$ cat src/hw/rtl/fen_syntax_checker_unit_macros.svh
// ----------------------------------------------------------------------------
// FEN syntax checker assertion macros
// Concurrent checks that compile away when SYNTHESIS is defined.
// ----------------------------------------------------------------------------
`ifndef FEN_SYNTAX_CHECKER_UNIT_MACROS_SVH
`define FEN_SYNTAX_CHECKER_UNIT_MACROS_SVH
`ifndef SYNTHESIS
// Same-cycle implication, checked outside reset.
`define FSC_ASSERT_NOW(lbl, clk, rstn, ante, cons) \
    lbl: assert property (@(posedge clk) disable iff (!(rstn)) (ante) |-> (cons)) \
        else $error("fsc check failed");
// Next-cycle implication, checked outside reset.
`define FSC_ASSERT_NEXT(lbl, clk, rstn, ante, cons) \
    lbl: assert property (@(posedge clk) disable iff (!(rstn)) (ante) |=> (cons)) \
        else $error("fsc check failed");
`else
`define FSC_ASSERT_NOW(lbl, clk, rstn, ante, cons)
`define FSC_ASSERT_NEXT(lbl, clk, rstn, ante, cons)
`endif
`endif

$ cat src/hw/rtl/fsc_pkg.sv
// ----------------------------------------------------------------------------
// FEN syntax checker package
// Shared byte classification, queue status and token codes.
// ----------------------------------------------------------------------------
`timescale 1ns / 1ps
`default_nettype none

package fsc_pkg;

    localparam int unsigned QUEUE_DEPTH_DEF = 2;

    // Token positions within a position string
    localparam logic [2:0] TOK_PLACE  = 3'd0;
    localparam logic [2:0] TOK_SIDE   = 3'd1;
    localparam logic [2:0] TOK_CASTLE = 3'd2;
    localparam logic [2:0] TOK_EP     = 3'd3;
    localparam logic [2:0] TOK_HALF   = 3'd4;
    localparam logic [2:0] TOK_FULL   = 3'd5;
    localparam logic [2:0] TOK_DONE   = 3'd6;
    localparam logic [2:0] TOK_MAX    = 3'd7;

    // One classified word: the flags overlap ('b' is a piece, a side and a file)
    typedef struct packed {
        logic       last;
        logic       blank;
        logic       slash;
        logic       dash;
        logic       piece;
        logic       digit;
        logic [3:0] dval;
        logic       side;
        logic       castle;
        logic       file;
        logic       ep_rank;
    } fsc_cls_t;

    typedef struct packed {
        logic full;
        logic empty;
    } fsc_qstat_t;

    function automatic fsc_cls_t classify(input logic [7:0] c, input logic last);
        fsc_cls_t   r;
        logic [7:0] diff;
        diff      = c - 8'h30;
        r.last    = last;
        r.blank   = (c inside {8'h20, 8'h09, 8'h0A, 8'h0B, 8'h0C, 8'h0D});
        r.slash   = (c == "/");
        r.dash    = (c == "-");
        r.piece   = (c inside {"p", "r", "n", "b", "q", "k", "P", "R", "N", "B", "Q", "K"});
        r.digit   = (c inside {["0":"9"]});
        r.dval    = diff[3:0];
        r.side    = (c == "w") || (c == "b");
        r.castle  = (c inside {"K", "Q", "k", "q"});
        r.file    = (c inside {["a":"h"]});
        r.ep_rank = (c == "3") || (c == "6");
        return r;
    endfunction

endpackage

`default_nettype wire

$ cat src/hw/rtl/fsc_front.sv
// ----------------------------------------------------------------------------
// FEN syntax checker front end
// Accept a word, classify the byte and hold it until the queue takes it.
// ----------------------------------------------------------------------------
`timescale 1ns / 1ps
`default_nettype none

module fsc_front (
    input  wire logic              aclk,
    input  wire logic              aresetn,
    input  wire logic              in_valid,
    output logic                   in_ready,
    input  wire logic [7:0]        in_char,
    input  wire logic              in_last,
    input  wire fsc_pkg::fsc_qstat_t q_stat,
    output logic                   push,
    output fsc_pkg::fsc_cls_t      push_data
);

    logic              hold_valid_reg;
    logic              hold_valid_next;
    fsc_pkg::fsc_cls_t hold_data_reg;

    assign push      = hold_valid_reg && !q_stat.full;
    assign in_ready  = !hold_valid_reg || !q_stat.full;
    assign push_data = hold_data_reg;

    always_comb begin
        hold_valid_next = hold_valid_reg;
        if (in_valid && in_ready) begin
            hold_valid_next = 1'b1;
        end else if (push) begin
            hold_valid_next = 1'b0;
        end
    end

    always_ff @(posedge aclk) begin
        if (!aresetn) begin
            hold_valid_reg <= 1'b0;
        end else begin
            hold_valid_reg <= hold_valid_next;
        end
    end

    always_ff @(posedge aclk) begin
        if (in_valid && in_ready) begin
            hold_data_reg <= fsc_pkg::classify(in_char, in_last);
        end
    end

endmodule

`default_nettype wire

$ cat src/hw/rtl/fsc_queue.sv
// ----------------------------------------------------------------------------
// FEN syntax checker queue
// Short first-in first-out buffer of classified words.
// ----------------------------------------------------------------------------
`timescale 1ns / 1ps
`default_nettype none

module fsc_queue #(
    parameter int unsigned DEPTH = fsc_pkg::QUEUE_DEPTH_DEF
) (
    input  wire logic              aclk,
    input  wire logic              aresetn,
    input  wire logic              push,
    input  wire fsc_pkg::fsc_cls_t push_data,
    input  wire logic              pop,
    output fsc_pkg::fsc_cls_t      pop_data,
    output fsc_pkg::fsc_qstat_t    stat
);

    localparam int unsigned PTR_W = (DEPTH > 1) ? $clog2(DEPTH) : 1;
    localparam int unsigned CNT_W = $clog2(DEPTH + 1);

    fsc_pkg::fsc_cls_t slot_reg [DEPTH];
    logic [PTR_W-1:0]  wr_ptr_reg, wr_ptr_next;
    logic [PTR_W-1:0]  rd_ptr_reg, rd_ptr_next;
    logic [CNT_W-1:0]  count_reg, count_next;

    function automatic logic [PTR_W-1:0] bump(input logic [PTR_W-1:0] p);
        logic [PTR_W-1:0] r;
        r = (p == PTR_W'(DEPTH - 1)) ? '0 : p + 1'b1;
        return r;
    endfunction

    assign stat.full  = (count_reg == CNT_W'(DEPTH));
    assign stat.empty = (count_reg == '0);
    assign pop_data   = slot_reg[rd_ptr_reg];

    always_comb begin
        wr_ptr_next = push ? bump(wr_ptr_reg) : wr_ptr_reg;
        rd_ptr_next = pop  ? bump(rd_ptr_reg) : rd_ptr_reg;
        count_next  = count_reg;
        if (push && !pop) begin
            count_next = count_reg + 1'b1;
        end else if (pop && !push) begin
            count_next = count_reg - 1'b1;
        end
    end

    always_ff @(posedge aclk) begin
        if (!aresetn) begin
            wr_ptr_reg <= '0;
            rd_ptr_reg <= '0;
            count_reg  <= '0;
        end else begin
            wr_ptr_reg <= wr_ptr_next;
            rd_ptr_reg <= rd_ptr_next;
            count_reg  <= count_next;
        end
    end

    always_ff @(posedge aclk) begin
        if (push) begin
            slot_reg[wr_ptr_reg] <= push_data;
        end
    end

endmodule

`default_nettype wire

$ cat src/hw/rtl/fsc_back.sv
// ----------------------------------------------------------------------------
// FEN syntax checker back end
// Advance the token checks one word a cycle while the verdict can drain, and register the verdict.
// ----------------------------------------------------------------------------
`timescale 1ns / 1ps
`default_nettype none

module fsc_back (
    input  wire logic              aclk,
    input  wire logic              aresetn,
    input  wire logic              in_valid,
    output logic                   in_ready,
    input  wire fsc_pkg::fsc_cls_t in_data,
    output logic                   out_valid,
    input  wire logic              out_ready,
    output logic                   out_verdict
);

    typedef struct packed {
        logic [2:0] tok;
        logic       in_token;
        logic [1:0] len;
        logic [3:0] ranks;
        logic [3:0] squares;
        logic       rank_open;
        logic       dash;
        logic       nonzero;
        logic       err;
    } fsc_state_t;

    fsc_state_t st_reg, st_next;
    logic       out_valid_reg, out_valid_next;
    logic       verdict_reg, verdict_next;
    logic       take;

    function automatic fsc_state_t close_rank(input fsc_state_t s);
        fsc_state_t r;
        r = s;
        if (s.squares != 4'd8) r.err = 1'b1;
        if (s.ranks < 4'd9) r.ranks = s.ranks + 1'b1;
        r.rank_open = 1'b0;
        r.squares   = '0;
        return r;
    endfunction

    function automatic fsc_state_t add_squares(input fsc_state_t s, input logic [3:0] n);
        fsc_state_t r;
        logic [4:0] sum;
        r   = s;
        sum = {1'b0, s.squares} + {1'b0, n};
        r.squares = (sum > 5'd9) ? 4'd9 : sum[3:0];
        return r;
    endfunction

    function automatic fsc_state_t close_token(input fsc_state_t s);
        fsc_state_t r;
        r = s;
        case (s.tok)
            fsc_pkg::TOK_PLACE: begin
                if (r.rank_open) r = close_rank(r);
                if (r.ranks != 4'd8) r.err = 1'b1;
            end
            fsc_pkg::TOK_SIDE: begin
                if (r.len != 2'd1) r.err = 1'b1;
            end
            fsc_pkg::TOK_EP: begin
                if (!r.dash && r.len != 2'd2) r.err = 1'b1;
            end
            fsc_pkg::TOK_FULL: begin
                if (!r.nonzero) r.err = 1'b1;
            end
            default: begin
            end
        endcase
        r.in_token = 1'b0;
        if (r.tok != fsc_pkg::TOK_MAX) r.tok = r.tok + 1'b1;
        return r;
    endfunction

    function automatic fsc_state_t take_byte(input fsc_state_t s, input fsc_pkg::fsc_cls_t c);
        fsc_state_t r;
        logic [1:0] pos;
        r = s;
        if (!r.in_token) begin
            r.in_token = 1'b1;
            r.len      = '0;
            r.dash     = 1'b0;
            r.nonzero  = 1'b0;
            if (r.tok >= fsc_pkg::TOK_DONE) r.err = 1'b1;
        end
        pos = r.len;
        if (r.len != 2'd3) r.len = r.len + 1'b1;
        case (r.tok)
            fsc_pkg::TOK_PLACE: begin
                if (!r.rank_open) begin
                    r.rank_open = 1'b1;
                    r.squares   = '0;
                end
                if (c.slash) begin
                    r = close_rank(r);
                end else if (c.digit) begin
                    if (c.dval == 4'd0 || c.dval == 4'd9) r.err = 1'b1;
                    else r = add_squares(r, c.dval);
                end else if (c.piece) begin
                    r = add_squares(r, 4'd1);
                end else begin
                    r.err = 1'b1;
                end
            end
            fsc_pkg::TOK_SIDE: begin
                if (pos != 2'd0 || !c.side) r.err = 1'b1;
            end
            fsc_pkg::TOK_CASTLE: begin
                if (pos == 2'd0 && c.dash) r.dash = 1'b1;
                else if (r.dash || !c.castle) r.err = 1'b1;
            end
            fsc_pkg::TOK_EP: begin
                if (pos == 2'd0) begin
                    if (c.dash) r.dash = 1'b1;
                    else if (!c.file) r.err = 1'b1;
                end else if (pos == 2'd1) begin
                    if (r.dash || !c.ep_rank) r.err = 1'b1;
                end else begin
                    r.err = 1'b1;
                end
            end
            fsc_pkg::TOK_HALF: begin
                if (!c.digit) r.err = 1'b1;
            end
            fsc_pkg::TOK_FULL: begin
                if (!c.digit) r.err = 1'b1;
                else if (c.dval != 4'd0) r.nonzero = 1'b1;
            end
            default: begin
            end
        endcase
        return r;
    endfunction

    assign in_ready    = !out_valid_reg || out_ready;
    assign take        = in_valid && in_ready;
    assign out_valid   = out_valid_reg;
    assign out_verdict = verdict_reg;

    always_comb begin
        fsc_state_t s;
        s              = st_reg;
        out_valid_next = out_valid_reg && !out_ready;
        verdict_next   = verdict_reg;
        if (in_data.blank) begin
            if (s.in_token) s = close_token(s);
        end else begin
            s = take_byte(s, in_data);
        end
        if (in_data.last) begin
            if (s.in_token) s = close_token(s);
            verdict_next   = !s.err && (s.tok == fsc_pkg::TOK_DONE);
            out_valid_next = 1'b1;
            s              = '0;
        end
        st_next = s;
        if (!take) begin
            st_next        = st_reg;
            verdict_next   = verdict_reg;
            out_valid_next = out_valid_reg && !out_ready;
        end
    end

    always_ff @(posedge aclk) begin
        if (!aresetn) begin
            st_reg        <= '0;
            out_valid_reg <= 1'b0;
        end else begin
            st_reg        <= st_next;
            out_valid_reg <= out_valid_next;
        end
    end

    always_ff @(posedge aclk) begin
        verdict_reg <= verdict_next;
    end

endmodule

`default_nettype wire

$ cat src/hw/rtl/fen_syntax_checker_unit.sv
// ----------------------------------------------------------------------------
// FEN syntax checker unit
// Streaming syntax check of a chess position string, one verdict per string.
// ----------------------------------------------------------------------------
//   channel   direction   tdata fields (low bit up)        tlast
//   s_axis    in          char_code[7:0]                   last_byte
//   m_axis    out         is_valid[0], zeros [7:1]         -
//
// Rate: one word a cycle sustained while m_axis_tready drains the output
// register. A word passes a classify register, the queue and the checker
// state, and the verdict of a string is held in the output register.
// Reset: aresetn clears all control state; there is no clearing
// pass. Stalls: the output register holds the verdict while m_axis_tready is
// low; the queue lets the front keep taking bytes until it fills.
// ----------------------------------------------------------------------------
`timescale 1ns / 1ps
`default_nettype none
`include "fen_syntax_checker_unit_macros.svh"

module fen_syntax_checker_unit #(
    parameter int unsigned QUEUE_DEPTH = fsc_pkg::QUEUE_DEPTH_DEF
) (
    input  wire logic       aclk,
    input  wire logic       aresetn,
    input  wire logic       s_axis_tvalid,
    output logic            s_axis_tready,
    input  wire logic [7:0] s_axis_tdata,   // [7:0] char_code
    input  wire logic       s_axis_tlast,   // last_byte
    output logic            m_axis_tvalid,
    input  wire logic       m_axis_tready,
    output logic [7:0]      m_axis_tdata    // [0] is_valid, [7:1] zero
);

    // Front to queue
    logic                push;
    fsc_pkg::fsc_cls_t   push_data;
    fsc_pkg::fsc_qstat_t q_stat;

    // Queue to back
    fsc_pkg::fsc_cls_t   pop_data;
    logic                back_ready;
    logic                pop;
    logic                verdict;

    // Classify each byte and hold it until the queue has room
    fsc_front u_front (
        .aclk      (aclk),
        .aresetn   (aresetn),
        .in_valid  (s_axis_tvalid),
        .in_ready  (s_axis_tready),
        .in_char   (s_axis_tdata),
        .in_last   (s_axis_tlast),
        .q_stat    (q_stat),
        .push      (push),
        .push_data (push_data)
    );

    // Decouple classify from check
    fsc_queue #(
        .DEPTH (QUEUE_DEPTH)
    ) u_queue (
        .aclk      (aclk),
        .aresetn   (aresetn),
        .push      (push),
        .push_data (push_data),
        .pop       (pop),
        .pop_data  (pop_data),
        .stat      (q_stat)
    );

    // Pop a word whenever the checker can take it
    assign pop = !q_stat.empty && back_ready;

    // Token checks and the verdict register
    fsc_back u_back (
        .aclk        (aclk),
        .aresetn     (aresetn),
        .in_valid    (!q_stat.empty),
        .in_ready    (back_ready),
        .in_data     (pop_data),
        .out_valid   (m_axis_tvalid),
        .out_ready   (m_axis_tready),
        .out_verdict (verdict)
    );

    // Pad the one-bit verdict to a whole byte
    assign m_axis_tdata = {7'b0, verdict};

    // A full and empty queue at once means a broken count
    `FSC_ASSERT_NOW(a_queue_state, aclk, aresetn, q_stat.full, !q_stat.empty)
    // A popped last word always leaves a verdict waiting
    `FSC_ASSERT_NEXT(a_verdict_out, aclk, aresetn, pop && pop_data.last, m_axis_tvalid)
    // The front never pushes a held word while the queue is full
    `FSC_ASSERT_NOW(a_front_hold, aclk, aresetn, q_stat.full, !push)

endmodule

`default_nettype wire
$ cat config.mk
export PLATFORM = sky130hd
export DESIGN_NAME = fen_syntax_checker_unit
export DESIGN_NICKNAME = d
export VERILOG_FILES = /design/src/hw/rtl/fsc_pkg.sv /design/src/hw/rtl/fsc_front.sv /design/src/hw/rtl/fsc_queue.sv /design/src/hw/rtl/fsc_back.sv /design/src/hw/rtl/fen_syntax_checker_unit.sv
export VERILOG_INCLUDE_DIRS = /design/src /design/src/hw/rtl
export SDC_FILE = /design/constraint.sdc
export NUM_CORES = 1
export LEC_CHECK = 0
export BUFFER_PORTS_ARGS = -buffer_cell sky130_fd_sc_hd__buf_2
export CORE_MARGIN = 2
export CORE_UTILIZATION = 35
export CTS_BUF_LIST = sky130_fd_sc_hd__clkbuf_4 sky130_fd_sc_hd__clkbuf_8 sky130_fd_sc_hd__clkbuf_16
export CTS_CLUSTER_SIZE = 8
export DETAILED_ROUTE_END_ITERATION = 16
export HOLD_SLACK_MARGIN = 0.02
export SYNTH_ARGS = -nofsm -noshare
export SYNTH_HDL_FRONTEND = slang
export SYNTH_SLANG_ARGS = --single-unit
export TNS_END_PERCENT = 1
$ cat constraint.sdc
create_clock -name aclk -period 2.9 [get_ports aclk]
set_input_delay 0.58 -clock aclk [delete_from_list [all_inputs] [get_ports aclk]]
set_output_delay 0.58 -clock aclk [all_outputs]
set_load 0.005 [all_outputs]
### Yosys cells after proc, flatten, opt, wreduce, memory -nomap -nowiden

Memories as Yosys holds them, arrays and structs flattened. A register that Yosys moved wholly into a read port is not among the register bits.
Cells that the tools add are included.

| cells by class | value |
|---|---|
| divide/modulo/power cells | 0 |
| $lt $le $gt $ge | 9 |
| reductions and logical operators | 47 |
| equality and inequality tests | 47 |
| $add $sub $neg | 12 |
| $mul | 0 |
| shifts and indexed selects | 0 |
| muxes and demuxes | 83 |
| bitwise logic cells | 0 |

Operators with widths:

| cell | count |
|---|---|
| 18-bit 2-to-1 mux | 11 |
| 8-bit by 7-bit equality test with 1-bit output (second input constant) | 13 |
| 17-bit 2-to-1 mux | 6 |
| 8-bit by 4-bit equality test with 1-bit output (second input constant) | 5 |
| 8-bit by 6-bit equality test with 1-bit output (second input constant) | 5 |
| 1-bit 2-to-1 mux | 38 |
| 12-bit 2-to-1 mux | 3 |
| 4-bit inequality test (second input constant) | 5 |
| 4-bit 2-to-1 mux | 4 |
| 3-bit 2-to-1 mux | 5 |
| 5-bit 2-to-1 mux | 3 |
| 7-bit 2-to-1 mux | 2 |
| 1-bit logical NOT | 13 |
| 3-bit equality test (second input constant) | 4 |
| 1-bit logical AND | 12 |
| 12-bit nonzero test | 1 |
| 5-bit by 4-bit greater-than comparator with 1-bit output (second input constant) | 2 |
| 3-bit by 2-bit equality test with 1-bit output (second input constant) | 3 |
| 9-bit 2-to-1 mux | 1 |
| 4-bit by 1-bit adder with 4-bit output (second input constant) | 2 |
| 8-bit by 6-bit >= comparator with 1-bit output (second input constant) | 1 |
| 8-bit by 7-bit >= comparator with 1-bit output (second input constant) | 1 |
| 8-bit by 6-bit less-or-equal comparator with 1-bit output (second input constant) | 1 |
| 8-bit by 7-bit less-or-equal comparator with 1-bit output (second input constant) | 1 |
| other kinds (31) | 56 |

| word-level totals | value |
|---|---|
| word-level logic and storage cells | 225 |
| memory bits (writable) | 28 |
| output and inout port bits | 10 |
| bits in registers | 39 |
| memories kept | 1 |
| bits in latches | 0 |
| bits in read-only memories | 0 |

Memories:

| name | words | width | read ports | clocked after Yosys merged registers in | write ports | RTL line | RTL |
|---|---|---|---|---|---|---|---|
| u_queue.slot_reg | 2 | 14 | 1 | 1 | 1 | fsc_queue.sv:23 | `fsc_pkg::fsc_cls_t slot_reg [DEPTH];` |

### Longest topological paths before layout

| logic depth | value |
|---|---|
| depth after elaboration | 28 |
| mapped depth | 14 |
| gate-level depth less buffers | 13 |

### By module

A second synthesis with hierarchy kept.

| unflattened totals | value |
|---|---|
| cell total of the unflattened synthesis | 431 |
| area, all modules | 4249.1 µm² |

Modules (own cells, without submodules):

| module | times used | area each (µm²) | cells an instance | sequential area each (µm²) |
|---|---|---|---|---|
| fsc_back | 1 | 2202.1 | 294 | 410.4 |
| fsc_queue | 1 | 1224.9 | 65 | 940.9 |
| fsc_front | 1 | 748.2 | 61 | 440.4 |
| fen_syntax_checker_unit | 1 | 73.8 | 11 | 0.0 |

### Worst setup path after synthesis

No wires, ideal clock.

| path | value |
|---|---|
| kind | flip-flop to flip-flop |
| start point | reg with a tool-made name |
| end point | reg u_back.verdict_reg, in the netlist u_back.out_verdict, data pin |
| stages on the path, launching flop included | 12 |
| buffers on the path | 1 |
| period minus slack after synthesis | 2.833 ns |
| arrival time | 2.675 ns |
| path slack | 0.067 ns |
| library setup time | 0.158 ns |
| required time | 2.742 ns |
| cell sequence | dfxtp_1 -> buf_6 -> mux2_4 -> mux2i_2 -> nand3_2 -> mux2_4 -> ha_1 -> nand3b_1 -> a211oi_2 -> o22ai_1 -> a311o_1 -> a211oi_2 |

RTL lines:

| item | RTL line | RTL |
|---|---|---|
| to (signal assigned) | fsc_back.sv:180 | `verdict_reg <= verdict_next;` |
| to (decl) | fsc_back.sv:33 | `logic verdict_reg, verdict_next;` |

==> flow_metrics.env <==
export IMPL_dpl_cell_count=613
export IMPL_clk_path_buf_depth=2
export IMPL_status="completed"
export IMPL_postSynthAreaPerCell_um2=9.66
export IMPL_r2r_end="u_back.out_verdict$_DFFE_PP_"
export IMPL_drc=0
export IMPL_placement_cell_area_um2=4610
export IMPL_drive_above_1_share_pct=20.3
export IMPL_cts_hold_repair_buffers=0
export IMPL_hold_violations=0
export IMPL_grt_overflow=0
export IMPL_dieHeight_um=114
export IMPL_grt_usage_pct=14.9
export IMPL_hold_path_class="input pin to flop"
export IMPL_netlist_instances=435
export IMPL_worst_path_dominant_cell_family="compound AO/OA/AOI/OAI gates"
export IMPL_routed_via_density=5.29
export IMPL_worstSetupPathType="flop to flop"
export IMPL_ant_nets=0
export IMPL_cts_tree="done"
export IMPL_dp_hpwl_um=6790
export IMPL_dr_pass1_iters=6
export IMPL_numCtsBuffers=9
export IMPL_worstPathMaxFanout=5
export IMPL_cp_slowest_cell="dfxtp_4"
export IMPL_finalPower_mw=3.54
export IMPL_nets=508
export IMPL_max_freq_ghz=0.361
export IMPL_cp_slowest_stage_delay_ps=370
export IMPL_seq_area_frac_synth_pct=42.6
export IMPL_hp_start="s_axis_tlast"
export IMPL_path_cells="buf_4, mux2i_2, inv_1, ha_1, and3_1, a311o_1, xnor2_2, a41o_1, a211oi_2, a31oi_1, a211oi_2"
export IMPL_post_place_ws_ps=-93.4
export IMPL_r2r_cells=11
export IMPL_synth_top_area_cell="edfxtp_1"
export IMPL_whs_ps=429
export IMPL_cts_sinks=68
export IMPL_slew_violations=0
export IMPL_fin_ws_ps=130
export IMPL_core_area_um2=11900
export IMPL_clock_tree_root_cell="clkbuf_16"
export IMPL_synth_seq_cells=68
export IMPL_maxSlewHeadroom_pct=56.6
export IMPL_largest_reg_flops=28
export IMPL_worstSetupEndpointType="flop"
export IMPL_ys_flop_type="edfxtp_1"
export IMPL_num_rows=40
export IMPL_synth_top_area_share_pct=30.7
export IMPL_fin_crit_ps=2770
export IMPL_routed_wl_um=9190
export IMPL_tightest_slew_ps=651
export IMPL_grt_max_degree=26
export IMPL_fin_worst_skew_ps=13.2
export IMPL_setup_viol=0
export IMPL_grt_pass1_vias=3230
export IMPL_grt_first_pass_wirelength_um=15500
export IMPL_ios=23
export IMPL_drtIter0Drc=206
export IMPL_wl_per_cell_um=14.6
export IMPL_fp_dieArea_um2=12900
export IMPL_cp_start_kind="flop"
export IMPL_leakage_nw=1.86
export IMPL_gp_congestion=0.913
export IMPL_whs_path_depth=1
export IMPL_arrival_ps=2950
export IMPL_vdd_ir_drop_max_mv=0.319
export IMPL_max_cap_violations=0
export IMPL_r2r_setup_slack_ps=130
export IMPL_synth_most_common_cell="edfxtp_1"
export IMPL_n_antenna_cell=0
export IMPL_area_growth_pct=17.5
export IMPL_p_per_area_nw_per_um2=716
export IMPL_finalCritPeriodShare_pct=95.5
export IMPL_clk_pin_slew_ps=70
export IMPL_async_flop_share_pct=0
export IMPL_rsz0062_at_grt="false"
export IMPL_initial_utilization_pct=35.4
export IMPL_hold_path_end="u_front.push_data[13]$_DFFE_PP_"
export IMPL_yosysUniqueCellTypes=63
export IMPL_crit_top_cell="a211oi_2"
export IMPL_syn_area_um2=4200
export IMPL_fin_cells=630
export IMPL_ys_warn_count=0
export IMPL_antenna_found_initial=0
export IMPL_synth_area_top_cells="edfxtp_1 (31%), dfxtp_1 (12%), ha_1 (5.1%), o21ai_0 (3.2%), a21oi_1 (3.1%)"
export IMPL_vias=3332
export IMPL_clk_latency_ps=330
export IMPL_portBuffers=15
export IMPL_finalInstanceArea_um2=4940
export IMPL_synth_edff_count=43
export IMPL_netlist_top_cells_count="edfxtp_1 (43), nor2_1 (28), o21ai_0 (27)"
export IMPL_worst_ep_required_time_ps=3080
export IMPL_cp_num_buf_inv=2
export IMPL_die_w_um=114
export IMPL_cts_max_level=3
## report_power, final
| group | switching (mW) | leakage, nW | internal, mW |
|---|---|---|---|
| clock | 0.425 | 0.137 | 0.595 |
| sequential | 0.0692 | 0.614 | 1.15 |
| combinational | 0.734 | 1.11 | 0.571 |
| total | 1.23 | 1.86 | 2.31 |
## per-stage QoR
stage                     setup TNS [ps]  util, %
final                                  0     41.6
after floorplan                        0        -
after global placement                 0     38.9
after detailed placement           -93.4     38.9
after CTS                              0     41.4
after global routing                   0     41.6
## cells in the final DEF, fill, tap and decap left out, types with 11 or more instances in the layout
cell	Yosys	layout
a21oi_1	26	25
and2_1	14	14
buf_2	1	15
buf_4	8	36
dfxtp_1	25	23
edfxtp_1	43	43
ha_1	17	17
inv_1	26	25
nand2_1	26	26
nand3_1	11	11
nor2_1	28	28
nor3_1	14	14
o21ai_0	27	27
## routing by layer
layer	wire [um]	GRT usage [%]	vias up
li1	-	-	1673
met1	4300	19.7	1547
met2	4230	24.6	95
met3	485	2.82	17
met4	185	4.80	0
met5	0	0	-
## cell type report
class | count | area, um2
fillers | 1141 | 6920
multi-input cells | 322 | 2240
flip-flops and latches | 68 | 1800
repair buffers | 51 | 345
clock buffers | 10 | 233
well taps | 147 | 184
inverters | 26 | 97.6
clock inverters | 6 | 47.5
## what timing repair did
| item | CTS | global route |
|---|---|---|
| endpoints found under the hold margin | 0 | 0 |
| cloned | 0 | 0 |
| setup buffers | 0 | 1 |
| pin swaps | 1 | 4 |
| setup endpoints to repair | 1 | 2 |
| resized for setup | 4 | 7 |
## how the worst max path moves through the flow
stage	depth (start not counted)	endpoint	slack [ps]
after global routing	12	u_back.out_verdict$_DFFE_PP_	10
after CTS	10	u_back.out_verdict$_DFFE_PP_	10
after global placement	11	u_back.out_verdict$_DFFE_PP_	50
after floorplan	11	u_back.out_verdict$_DFFE_PP_	70
final	11	u_back.out_verdict$_DFFE_PP_	130
after detailed placement	11	u_back.out_verdict$_DFFE_PP_	-90
## worst reg2reg max path, cell delays in order (launching register included)
cell	delay (ps)
dfxtp_4	370
buf_4	150
mux2i_2	240
inv_1	60
ha_1	280
and3_1	150
a311o_1	370
xnor2_2	160
a41o_1	290
a211oi_2	240
a31oi_1	160
a211oi_2	160
## kinds of logic (layout without fill, tap and decap cells)
kind of cell / Yosys count / after routing / share of synthesized area, %
compound gates: 114 / 114 / 18.2
xor+xnor: 16 / 16 / 3.51
fa+ha+maj: 17 / 17 / 5.06
buf+inv: 51 / 93 / 5.65
simple gates: 144 / 144 / 18.2
other cells: 1 / 7 / 0.0892
flops: 68 / 68 / 42.6
mux: 24 / 24 / 6.64
Note: power is estimated with default switching activity, not from simulation.
